`src/odo_pkg.sv`:
```
package odo_pkg;

  // Default build parameters
  localparam int unsigned COUNT_BITS_DEF   = 22;
  localparam int unsigned POS_BITS_DEF     = 32;
  localparam int unsigned ANGLE_BITS_DEF   = 16;
  localparam int unsigned CORDIC_STEPS_DEF = 16;

  // Register widths and the configuration port
  localparam int unsigned DPP_W  = 16;
  localparam int unsigned WB_W   = 12;
  localparam int unsigned SPAN_W = 23;
  localparam int unsigned CFG_AW = 2;

  // Fixed output formats
  localparam int unsigned STEP_W = 26;
  localparam int unsigned VEC_W  = 38;

  typedef enum logic [CFG_AW-1:0] {
    REG_DPP        = 2'd0,
    REG_WHEEL_BASE = 2'd1,
    REG_SPAN       = 2'd2
  } odo_reg_e;

  localparam logic [DPP_W-1:0]  DPP_RST  = 16'd36208;
  localparam logic [WB_W-1:0]   WB_RST   = 12'd570;
  localparam logic [SPAN_W-1:0] SPAN_RST = 23'd3932160;

  // round(2^39/pi) and the inverse CORDIC gain in Q30
  localparam logic [37:0] TURN_K   = 38'd174992710548;
  localparam logic [29:0] GAIN_INV = 30'd652032874;

  typedef enum logic [3:0] {
    B_IDLE,
    B_MOD,
    B_MUL,
    B_DSTART,
    B_DIV,
    B_TURN,
    B_HEAD,
    B_ROT,
    B_FIN
  } odo_state_e;

  // Arctangent of 2^-i in 32-bit turns
  function automatic logic [31:0] atan_lut(input logic [4:0] idx);
    logic [31:0] v;
    case (idx)
      5'd0:  v = 32'h20000000;
      5'd1:  v = 32'h12E4051E;
      5'd2:  v = 32'h09FB385B;
      5'd3:  v = 32'h051111D4;
      5'd4:  v = 32'h028B0D43;
      5'd5:  v = 32'h0145D7E1;
      5'd6:  v = 32'h00A2F61E;
      5'd7:  v = 32'h00517C55;
      5'd8:  v = 32'h0028BE53;
      5'd9:  v = 32'h00145F2F;
      5'd10: v = 32'h000A2F98;
      5'd11: v = 32'h000517CC;
      5'd12: v = 32'h00028BE6;
      5'd13: v = 32'h000145F3;
      5'd14: v = 32'h0000A2FA;
      5'd15: v = 32'h0000517D;
      5'd16: v = 32'h000028BE;
      5'd17: v = 32'h0000145F;
      5'd18: v = 32'h00000A30;
      5'd19: v = 32'h00000518;
      5'd20: v = 32'h0000028C;
      5'd21: v = 32'h00000146;
      5'd22: v = 32'h000000A3;
      5'd23: v = 32'h00000051;
      default: v = 32'h00000000;
    endcase
    return v;
  endfunction

  // Clamp to the signed step range
  function automatic logic signed [STEP_W-1:0] sat_step(input logic signed [63:0] v);
    logic signed [STEP_W-1:0] r;
    if (v > 64'sd33554431) r = 26'sh1FFFFFF;
    else if (v < -64'sd33554432) r = -26'sd33554432;
    else r = v[STEP_W-1:0];
    return r;
  endfunction

endpackage

```
`src/odo_queue.sv`:
```
module odo_queue import odo_pkg::*; #(
  parameter int unsigned W = 48
) (
  input  logic         clk_i,
  input  logic         rst_ni,
  input  logic         push_i,
  input  logic [W-1:0] push_data_i,
  output logic         full_o,
  output logic         pop_valid_o,
  input  logic         pop_i,
  output logic [W-1:0] pop_data_o,
  output logic [1:0]   level_o
);

  logic [W-1:0] mem_q [2];
  logic         wr_q, rd_q;
  logic [1:0]   level_q;
  logic         do_push, do_pop;

  assign full_o      = (level_q == 2'd2);
  assign pop_valid_o = (level_q != 2'd0);
  assign do_push     = push_i && !full_o;
  assign do_pop      = pop_i && pop_valid_o;
  assign pop_data_o  = mem_q[rd_q];
  assign level_o     = level_q;

  // Advance pointers and level
  always_ff @(posedge clk_i or negedge rst_ni) begin
    if (!rst_ni) begin
      wr_q    <= 1'b0;
      rd_q    <= 1'b0;
      level_q <= 2'd0;
    end else begin
      if (do_push) wr_q <= !wr_q;
      if (do_pop)  rd_q <= !rd_q;
      level_q <= level_q + {1'b0, do_push} - {1'b0, do_pop};
    end
  end

  always_ff @(posedge clk_i) begin
    if (do_push) begin
      mem_q[wr_q] <= push_data_i;
    end
  end

endmodule

```
`config.mk`:
```
export PLATFORM = sky130hd
export DESIGN_NAME = odo_queue
export DESIGN_NICKNAME = d
export VERILOG_FILES = /design/src/odo_pkg.sv /design/src/odo_queue.sv
export SDC_FILE = /design/constraint.sdc
export NUM_CORES = 1
export LEC_CHECK = 0
export BUFFER_PORTS_ARGS = -buffer_cell sky130_fd_sc_hd__buf_2
export CORE_ASPECT_RATIO = 1.1
export CORE_MARGIN = 2
export CORE_UTILIZATION = 30
export DETAILED_ROUTE_END_ITERATION = 16
export GPL_TIMING_DRIVEN = 0
export PLACE_DENSITY = 0.56
export SKIP_CTS_REPAIR_TIMING = 1
export SLEW_MARGIN = 20
export SYNTH_ARGS = -nofsm -noshare
export SYNTH_HDL_FRONTEND = slang
export SYNTH_SLANG_ARGS = --single-unit
```
`constraint.sdc`:
```
create_clock -name clk_i -period 3 [get_ports clk_i]
set_input_delay 0.15 -clock clk_i [delete_from_list [all_inputs] [get_ports clk_i]]
set_output_delay 0.15 -clock clk_i [all_outputs]
set_load 0.01 [all_outputs]
```
==> reports/metrics.yaml <==
global_route:
  grtUsageMet1_pct: 11.4
  grt_max_degree: 49
  antenna_found_initial: 0
  met3_usage_pct: 2.91
  grt_first_pass_wirelength_um: 9760
  grt_use_total_pct: 10.0
  grt_pass1_vias: 1960
  met2_usage_pct: 16.7
  grt_overflow: 0
  busiest_layer: "met2"
logic_synthesis:
  synth_seq_cells: 100
  synth.most_common_cell: "edfxtp_1"
  ys_types: 17
  synth_area_um2: 3710
  ys_async_sr_fraction_pct: 4.00
  ys.flop_type: "edfxtp_1"
  syn_nets: 221
  synth_top_area_share_pct: 77.7
  synth_top_cell_by_area: "edfxtp_1"
  syn_area_per_cell_um2: 22.2
  ys_warn_count: 0
  yosysSeqAreaShare_pct: 80.4
  syn_inst: 167
  synth_common_cells: "96 x edfxtp_1, 38 x mux2_2, 10 x mux2_4, 4 x dfrtp_1"
  synthTopCellsByArea: "edfxtp_1 78%, mux2_2 12%, mux2_4 4.0%"
  synth_edf_count: 96
cells_and_area:
  drive_above_1_share_pct: 55.2
  finish.utilization_pct: 41.9
  diodes: 0
  area_growth_syn_to_layout_pct: 36.0
  final_nets: 366
  n_fill_cell: 1136
  fin_area_um2: 5050
detailed_routing:
  detail-route-antenna-nets: 0
  post-route-drc-count: 0
  wl_per_cell_um: 14.0
  drt-total-wl_um: 6610
  vias: 2004
  drt_iter0_markers: 38
  viasPerCell: 4.25
  first_pass_iters: 4
sta:
  worst_pin_slew_ns: 0.699
  finalWorstSetupSlack_ns: 1.25
  period_share_pct: 58.2
  setup_viol: 0
  fin_tns_setup_ns: 0
  period_needed_ns: 1.75
  rsz0062_at_grt: "false"
  max-slew-margin-rel_pct: 53.4
  final_max_slew_viol_count: 0
  finClkSkew_ns: 0.00465
  fmax_ghz: 0.572
  finalHoldViolCount: 2
  whs_ns: -0.0000516
cts:
  htree_num_levels: 3
  root_buffer: "clkbuf_16"
  clock_path_buffers: 2
  cts_tree: "done"
  cts_made_buffers: 9
  insertion_delay_ns: 0.33
  clk_pin_slew_worst_paths_ns: 0.07
  cts.sinks: 100
critical_path:
  reg2reg_slack_ns: 1.25
  crit_start: "level_o[1]"
  r2r-start: "level_o[1]"
  path_cells: "or2_1, and2_1, ha_1, inv_1, ha_1, xnor2_1, xnor2_1"
  startpoint_type: "flip-flop"
  r2r_cells: 7
  crit_arrival_ns: 2.01
  critical_path.max_stage_delay_ns: 0.42
  worstSetupEndpointType: "flip-flop"
  r2r_end: "level_o[1]"
  required_ns: 3.26
  criticalPathCategory: "reg2reg"
  cp_max_fo: 4
  worst_path_max_delay_cell: "dfrtp_1"
floorplanning:
  initial_core_util_pct: 30.8
  die_area_um2: 13300
  coreArea_um2: 12000
  num_io_pins: 104
  die_w_um: 110
  std_cell_rows: 42
  die-height_um: 121
placed_design:
  portBuffers: 103
  dpl_cell_area_um2: 4490
  place_ws_ns: 1.29
  dp_hpwl_um: 4170
  gp_congestion: 0.626
outcome:
  status: "complete, but fails checks"
  violations: "hold timing"
power_and_ir_drop:
  power.density_nw_per_um2: 904
  p_leak_nw: 1.93
  peakVddDrop_uv: 702
min_path:
  min_to: "mem_q[0][38]"
  hp-start: "push_data_i[38]"
  whs_path_depth: 1
  hold_class: "in2reg"
flow_run:
  drv_cap: 0
## layout by cell type (no fill, tap or decap), drive strengths merged
| master | n |
|---|---|
| nor2 | 1 |
| nand2 | 1 |
| clkbuf | 10 |
| ha | 2 |
| mux2 | 48 |
| or2 | 1 |
| nand2b | 1 |
| xnor2 | 3 |
| buf | 110 |
| xor2 | 1 |
| and2 | 1 |
| dfrtp | 4 |
| edfxtp | 96 |
| dlygate4sd3 | 29 |
| inv | 2 |
| and3 | 1 |
| clkinv | 3 |
| clkinvlp | 3 |
## worst max path at each step
stage,to,slack (ns),cells after the start
after floorplan,mem_q[0][0],0.67,3
final,level_o[1],1.25,7
after CTS,pop_data_o[36],1.22,4
after detailed placement,level_o[1],1.29,7
after global routing,level_o[1],1.16,7
after global placement,mem_q[0][34],-0.15,3
## where the power goes
group          internal, W  switching, W  leakage [nW]
clock network     0.000561      0.000491         0.124
logic             0.000757      0.000752         0.865
registers          0.00191     0.0000883         0.938
total              0.00323       0.00133          1.93
## registers in the layout (all words and copies together) (netlist names)
signal and cells:
level_o 2, mem_q 96, rd_q 1, wr_q 1
## per-layer routing
layer	routed length, um	share of wire, %
met5	0	0
met4	144	2.2
met3	398	6.0
met2	3410	52
met1	2650	40
## layout make-up
class                   count  area (um^2)  share of cell area [%]
flip-flops and latches    100         2980                    59.1
well taps                 154          193                    3.82
multi-input cells          60          683                    13.5
clock buffers              10          229                    4.54
repair buffers            134          861                    17.1
plain buffers               5         48.8                   0.967
inverters                   2         7.51                   0.149
clock inverters             6         41.3                   0.818
## worst max-delay path, delay by kind of cell (launching register included)
family | cells | cell delay [ns]
AND/OR/NAND/NOR | 2 | 0.44
XOR/XNOR | 2 | 0.29
flip-flops | 1 | 0.42
adder cells (fa/ha/maj) | 2 | 0.47
buffers and inverters | 1 | 0.04
## cells by family (layout without fill, tap and decap cells)
| family | Yosys count | count (layout) | share of synthesized area (%) |
|---|---|---|---|
| adder cells (fa/ha/maj) | 2 | 2 | 0.674 |
| XOR/XNOR | 4 | 4 | 0.945 |
| buffers and inverters | 7 | 157 | 1.52 |
| multiplexers | 48 | 48 | 15.6 |
| flip-flops | 100 | 100 | 80.4 |
| AND/OR/NAND/NOR | 6 | 6 | 0.877 |
## through the flow
stage               cells  hold WS [ns]  total power [W]
floorplan             167        -0.146          0.00296
global placement      424       -0.0400          0.00349
detailed placement    426       -0.0394          0.00356
CTS                   442        -0.405          0.00462
global route          471     -0.000317          0.00481
finish                471    -0.0000516          0.00456
(Power assumes the default switching activity.)
