### src/odo_pkg.sv
package odo_pkg;

  // Default build parameters
  localparam int unsigned COUNT_BITS_DEF   = 22;
  localparam int unsigned POS_BITS_DEF     = 32;
  localparam int unsigned ANGLE_BITS_DEF   = 16;
  localparam int unsigned CORDIC_STEPS_DEF = 16;

  // Register widths and the configuration port
  localparam int unsigned DPP_W  = 16;
  localparam int unsigned WB_W   = 12;
  localparam int unsigned SPAN_W = 23;
  localparam int unsigned CFG_AW = 2;

  // Fixed output formats
  localparam int unsigned STEP_W = 26;
  localparam int unsigned VEC_W  = 38;

  typedef enum logic [CFG_AW-1:0] {
    REG_DPP        = 2'd0,
    REG_WHEEL_BASE = 2'd1,
    REG_SPAN       = 2'd2
  } odo_reg_e;

  localparam logic [DPP_W-1:0]  DPP_RST  = 16'd36208;
  localparam logic [WB_W-1:0]   WB_RST   = 12'd570;
  localparam logic [SPAN_W-1:0] SPAN_RST = 23'd3932160;

  // round(2^39/pi) and the inverse CORDIC gain in Q30
  localparam logic [37:0] TURN_K   = 38'd174992710548;
  localparam logic [29:0] GAIN_INV = 30'd652032874;

  typedef enum logic [3:0] {
    B_IDLE,
    B_MOD,
    B_MUL,
    B_DSTART,
    B_DIV,
    B_TURN,
    B_HEAD,
    B_ROT,
    B_FIN
  } odo_state_e;

  // Arctangent of 2^-i in 32-bit turns
  function automatic logic [31:0] atan_lut(input logic [4:0] idx);
    logic [31:0] v;
    case (idx)
      5'd0:  v = 32'h20000000;
      5'd1:  v = 32'h12E4051E;
      5'd2:  v = 32'h09FB385B;
      5'd3:  v = 32'h051111D4;
      5'd4:  v = 32'h028B0D43;
      5'd5:  v = 32'h0145D7E1;
      5'd6:  v = 32'h00A2F61E;
      5'd7:  v = 32'h00517C55;
      5'd8:  v = 32'h0028BE53;
      5'd9:  v = 32'h00145F2F;
      5'd10: v = 32'h000A2F98;
      5'd11: v = 32'h000517CC;
      5'd12: v = 32'h00028BE6;
      5'd13: v = 32'h000145F3;
      5'd14: v = 32'h0000A2FA;
      5'd15: v = 32'h0000517D;
      5'd16: v = 32'h000028BE;
      5'd17: v = 32'h0000145F;
      5'd18: v = 32'h00000A30;
      5'd19: v = 32'h00000518;
      5'd20: v = 32'h0000028C;
      5'd21: v = 32'h00000146;
      5'd22: v = 32'h000000A3;
      5'd23: v = 32'h00000051;
      default: v = 32'h00000000;
    endcase
    return v;
  endfunction

  // Clamp to the signed step range
  function automatic logic signed [STEP_W-1:0] sat_step(input logic signed [63:0] v);
    logic signed [STEP_W-1:0] r;
    if (v > 64'sd33554431) r = 26'sh1FFFFFF;
    else if (v < -64'sd33554432) r = -26'sd33554432;
    else r = v[STEP_W-1:0];
    return r;
  endfunction

endpackage

### src/odo_front.sv
module odo_front import odo_pkg::*; #(
  parameter int unsigned COUNT_BITS = COUNT_BITS_DEF
) (
  input  logic                        clk_i,
  input  logic                        rst_ni,
  input  logic                        in_valid_i,
  output logic                        in_ready_o,
  input  logic [COUNT_BITS-1:0]       left_count_i,
  input  logic [COUNT_BITS-1:0]       right_count_i,
  input  logic [COUNT_BITS:0]         span_i,
  input  logic                        q_full_i,
  output logic                        push_o,
  output logic [2*(COUNT_BITS+2)-1:0] push_data_o
);

  localparam int unsigned DW = COUNT_BITS + 2;

  logic signed [COUNT_BITS:0] last_l_q, last_r_q;
  logic signed [DW-1:0]       s_e, half, c_l, c_r, sl, sr, d_l, d_r;

  // Center each count around half the span and take the raw change
  always_comb begin
    s_e  = signed'({1'b0, span_i});
    half = (s_e - 1) >>> 1;
    c_l  = signed'({2'b00, left_count_i});
    c_r  = signed'({2'b00, right_count_i});
    sl   = (c_l > half) ? c_l - s_e : c_l;
    sr   = (c_r > half) ? c_r - s_e : c_r;
    d_l  = sl - DW'(last_l_q);
    d_r  = sr - DW'(last_r_q);
  end

  assign in_ready_o  = !q_full_i;
  assign push_o      = in_valid_i && in_ready_o;
  assign push_data_o = {d_l, d_r};

  // Hold the previous centered counts
  always_ff @(posedge clk_i or negedge rst_ni) begin
    if (!rst_ni) begin
      last_l_q <= '0;
      last_r_q <= '0;
    end else if (push_o) begin
      last_l_q <= sl[COUNT_BITS:0];
      last_r_q <= sr[COUNT_BITS:0];
    end
  end

endmodule

### config.mk
export PLATFORM = sky130hd
export DESIGN_NAME = odo_front
export DESIGN_NICKNAME = d
export VERILOG_FILES = /design/src/odo_pkg.sv /design/src/odo_front.sv
export SDC_FILE = /design/constraint.sdc
export NUM_CORES = 1
export LEC_CHECK = 0
export BUFFER_PORTS_ARGS = -buffer_cell sky130_fd_sc_hd__clkbuf_2
export CORE_MARGIN = 5
export CORE_UTILIZATION = 45
export CTS_BUF_LIST = sky130_fd_sc_hd__clkbuf_4 sky130_fd_sc_hd__clkbuf_8
export CTS_CLUSTER_DIAMETER = 60
export CTS_CLUSTER_SIZE = 10
export DETAILED_ROUTE_END_ITERATION = 10
export PLACE_DENSITY = 0.66
export SLEW_MARGIN = 30
export SYNTH_ARGS = -nofsm -noshare
export SYNTH_HDL_FRONTEND = slang
export SYNTH_SLANG_ARGS = --single-unit
### constraint.sdc
create_clock -name clk_i -period 12.3 [get_ports clk_i]
set_clock_uncertainty 0.15 [all_clocks]
set_input_delay 2.46 -clock clk_i [delete_from_list [all_inputs] [get_ports clk_i]]
set_output_delay 2.46 -clock clk_i [all_outputs]
set_load 0.005 [all_outputs]
==> impl_metrics.tcl <==
set metrics [dict create \
    outcome "finished clean" \
    ffs_latches_synth 46 \
    detail_route.drc_violations 0 \
    grt_util_all_layers_pct 19.2 \
    grt_max_degree 71 \
    timing.rr.end "last_r_q[15]$_DFFE_PN0P_" \
    numClockSinks 46 \
    combinationalPowerShare_pct 74.0 \
    sw_frac_of_total_pct 44.4 \
    cap_viol_max_count 0 \
    worst_hold_slack_ns 0.346 \
    p_per_area_mw_per_mm2 126 \
    final.period_utilization_pct 93.5 \
    max-slew-margin-rel_pct 50.9 \
    place_ws_ns 0.664 \
    port_buffers 120 \
    avgSynthCellArea_um2 7.82 \
    fmax_ghz 0.0870 \
    die_w_um 142 \
    startpoint_type "input port" \
    setup_viol_count_final 0 \
    area_growth_pct 11.4 \
    wire_per_inst_um 14.5 \
    fin_ws_ns 0.805 \
    seqPwrFrac_pct 17.3 \
    syn_inst 1006 \
    internal_power_uw 617 \
    cp_data_arrival_time_ns 8.88 \
    placeableCoreArea_mm2 0.0172 \
    antennaDiodeCount 0 \
    first_global_vias 6944 \
    cts_htree_levels 2 \
    finalNonFillerCells 1344 \
    cts_setup_buffers 0 \
    power.switching_uw 492 \
    drt-vias-per-instance 5.35 \
    synth_top_area_share_pct 20.8 \
    grt_first_pass_wirelength_um 32600 \
    finalHoldViolations 0 \
    design.die.area_mm2 0.0202 \
    min_delay_path_class "reg2reg" \
    final.min_clock_period_ns 11.49 \
    synthArstFlopShare_pct 100 \
    synthFlopType "sky130_fd_sc_hd__dfrtp_1" \
    final-max-slew-violation-count 0 \
    synth_warnings 0 \
    final_core_util_pct 50.8 \
    placed_wire_length_estimate_after_detailed_placement_um 16600 \
    grt_antenna_before_repair 0 \
    post_cts_resized 0 \
    vdd_ir_drop_max_uv 85.8 \
    required_ns 9.69 \
    reg2reg_setup_slack_ns 11.39 \
    inserted_clock_buffers 5 \
    worst_r2r_startpoint "last_r_q[15]$_DFFE_PN0P_" \
    via_count 7191 \
    drt.antenna.violating_nets 0 \
    cp_slowest_stage_delay_ns 0.48 \
    type_of_destination_of_the_critical_path "output pin" \
    setup_tns_ns 0 \
    synth_edf_count 0 \
    drive_gt1_share_pct 15.5 \
    ff2ff_path_depth 1 \
    layout.cell_area.non_filler_mm2 0.00876 \
    min-delay-start "last_r_q[22]$_DFFE_PN0P_" \
    die-height_um 142 \
    detail_route.wirelength_um 19400 \
    drt_iter0_drc 433 \
    clk_root_buffer_cell "sky130_fd_sc_hd__clkbuf_8" \
    floorplan.initialDensity_pct 45.6 \
    nets 1325 \
    power_frac_clock_pct 8.7 \
    netlist_top_cells_area "sky130_fd_sc_hd__ha_1 21%, sky130_fd_sc_hd__dfrtp_1 15%, sky130_fd_sc_hd__xnor2_1 8.5%" \
    pre_antenna_drt_iters 5 \
    static-leakage-power_nw 4.26 \
    std_cell_rows 48 \
    syn-num-nets 1212 \
    ys_seq_area_share_pct 14.6 \
    dp_cell_count 1337 \
    netlist.top_cell.by_area "sky130_fd_sc_hd__ha_1" \
    worst_pin_slew_ns 0.734 \
    nFillCells 1726 \
    clk-insertion-delay-late_ns 0.31 \
    rsz_0062_raised_after_global_routing "no" \
    synthesis.area_mm2 0.00787 \
    clk_pin_slew_worst_paths_ns 0.09 \
    clock_path_buffers 2 \
    cts_tree "done" \
    timing.hold.worst_endpoint "last_r_q[22]$_DFFE_PN0P_" \
    report.power.total_mw 1.11 \
    final_global_route_overflow_total 0 \
    critical_path_peak_fanout 10 \
    post_dp_cell_area_mm2 0.00868 \
    setup.worst_path.class "in2out" \
    critical_path.slowest_cell "sky130_fd_sc_hd__nor4_1" \
    min_path_cells 2 \
    postCtsHoldBufs 0 \
    total_i_o_pin_count 121 \
    globalplace.congestion 0.921 \
    yosys.cell_types.count 69 \
]
==> cells in the final DEF, fill, tap and decap left out, types with 16 or more instances in the layout <==
master,Yosys,layout
sky130_fd_sc_hd__a21o_1,39,39
sky130_fd_sc_hd__nand3_1,20,20
sky130_fd_sc_hd__clkbuf_2,0,120
sky130_fd_sc_hd__dfrtp_1,46,46
sky130_fd_sc_hd__nand2_1,88,88
sky130_fd_sc_hd__o21ai_0,81,81
sky130_fd_sc_hd__inv_1,94,94
sky130_fd_sc_hd__xnor2_1,76,76
sky130_fd_sc_hd__xor2_1,24,24
sky130_fd_sc_hd__mux2_2,26,26
sky130_fd_sc_hd__ha_1,131,131
sky130_fd_sc_hd__a21oi_1,75,75
sky130_fd_sc_hd__nor2_1,72,72
sky130_fd_sc_hd__o21a_1,16,16
==> layout make-up <==
class | instances | area (um2) | share of cell area [%]
inverters | 95 | 357 | 4.07
well taps | 225 | 282 | 3.21
clock buffers | 7 | 83.8 | 0.956
repair buffers | 126 | 646 | 7.37
multi-input cells | 845 | 6250 | 71.3
flip-flops and latches | 46 | 1150 | 13.1
==> cell usage after synthesis, drive strengths merged (6+ instances only) <==
library cell  count
a211oi           11
a21o             39
a21oi            75
a31oi             8
buf              12
clkbuf            8
dfrtp            46
ha              131
inv              95
mux2             39
nand2            88
nand2b           13
nand3            20
nand4            10
nor2             72
nor2b             7
nor3             15
nor4              8
o211ai            6
o21a             16
o21ai            90
o21bai            8
o31ai            10
or3               6
xnor2            76
xor2             24
==> kinds of logic after synthesis <==
logic type      count (synthesis)  synth area share [%]
fa+ha+maj                     135                  21.9
flops                          46                  14.6
mux                            44                  6.27
buf+inv                       115                  5.95
simple gates                  267                  16.2
xor+xnor                      100                  11.1
compound gates                299                  24.0
==> power groups by stage <==
stage,registers (mW),logic (mW),clock network (mW)
3_5_place_dp,0.196,0.824,0
2_1_floorplan,0.193,0.583,0
3_3_place_gp,0.195,0.819,0
5_1_grt,0.196,0.937,0.106
4_1_cts,0.193,0.830,0.0993
6_report,0.192,0.820,0.0962
==> worst max-delay path by stage <==
stage / to / slack [ns] / cells past startpoint / startpoint
final: push_data_o[46] / 0.81 / 28 / span_i[5]
after global routing: push_data_o[46] / 0.02 / 32 / span_i[0]
after CTS: push_data_o[46] / 0.67 / 28 / span_i[5]
after detailed placement: push_data_o[46] / 0.66 / 28 / span_i[5]
after global placement: push_data_o[46] / 0.84 / 30 / span_i[1]
after floorplan: push_data_o[46] / 1.77 / 27 / span_i[17]
==> layer usage <==
| layer | global-route usage, % | share of wire (%) | vias up | routed length [um] |
|---|---|---|---|---|
| met5 | 0 | 0 | - | 0 |
| met4 | 6.01 | 2.6 | 0 | 497 |
| met3 | 2.08 | 3.8 | 31 | 730 |
| met2 | 32.0 | 44 | 148 | 8640 |
| met1 | 26.0 | 49 | 3174 | 9580 |
| li1 | - | - | 3838 | - |
==> sequential cells by signal (all words and copies together), names as in the netlist <==
name	count
last_l_q	23
last_r_q	23
==> worst max-delay path, delay by kind of cell <==
kind	cells	cell delay (ns)
compound gates	15	3.39
simple gates	5	1.51
fa+ha+maj	3	0.88
xor+xnor	2	0.33
buf+inv	3	0.28
(Power assumes the default switching activity.)
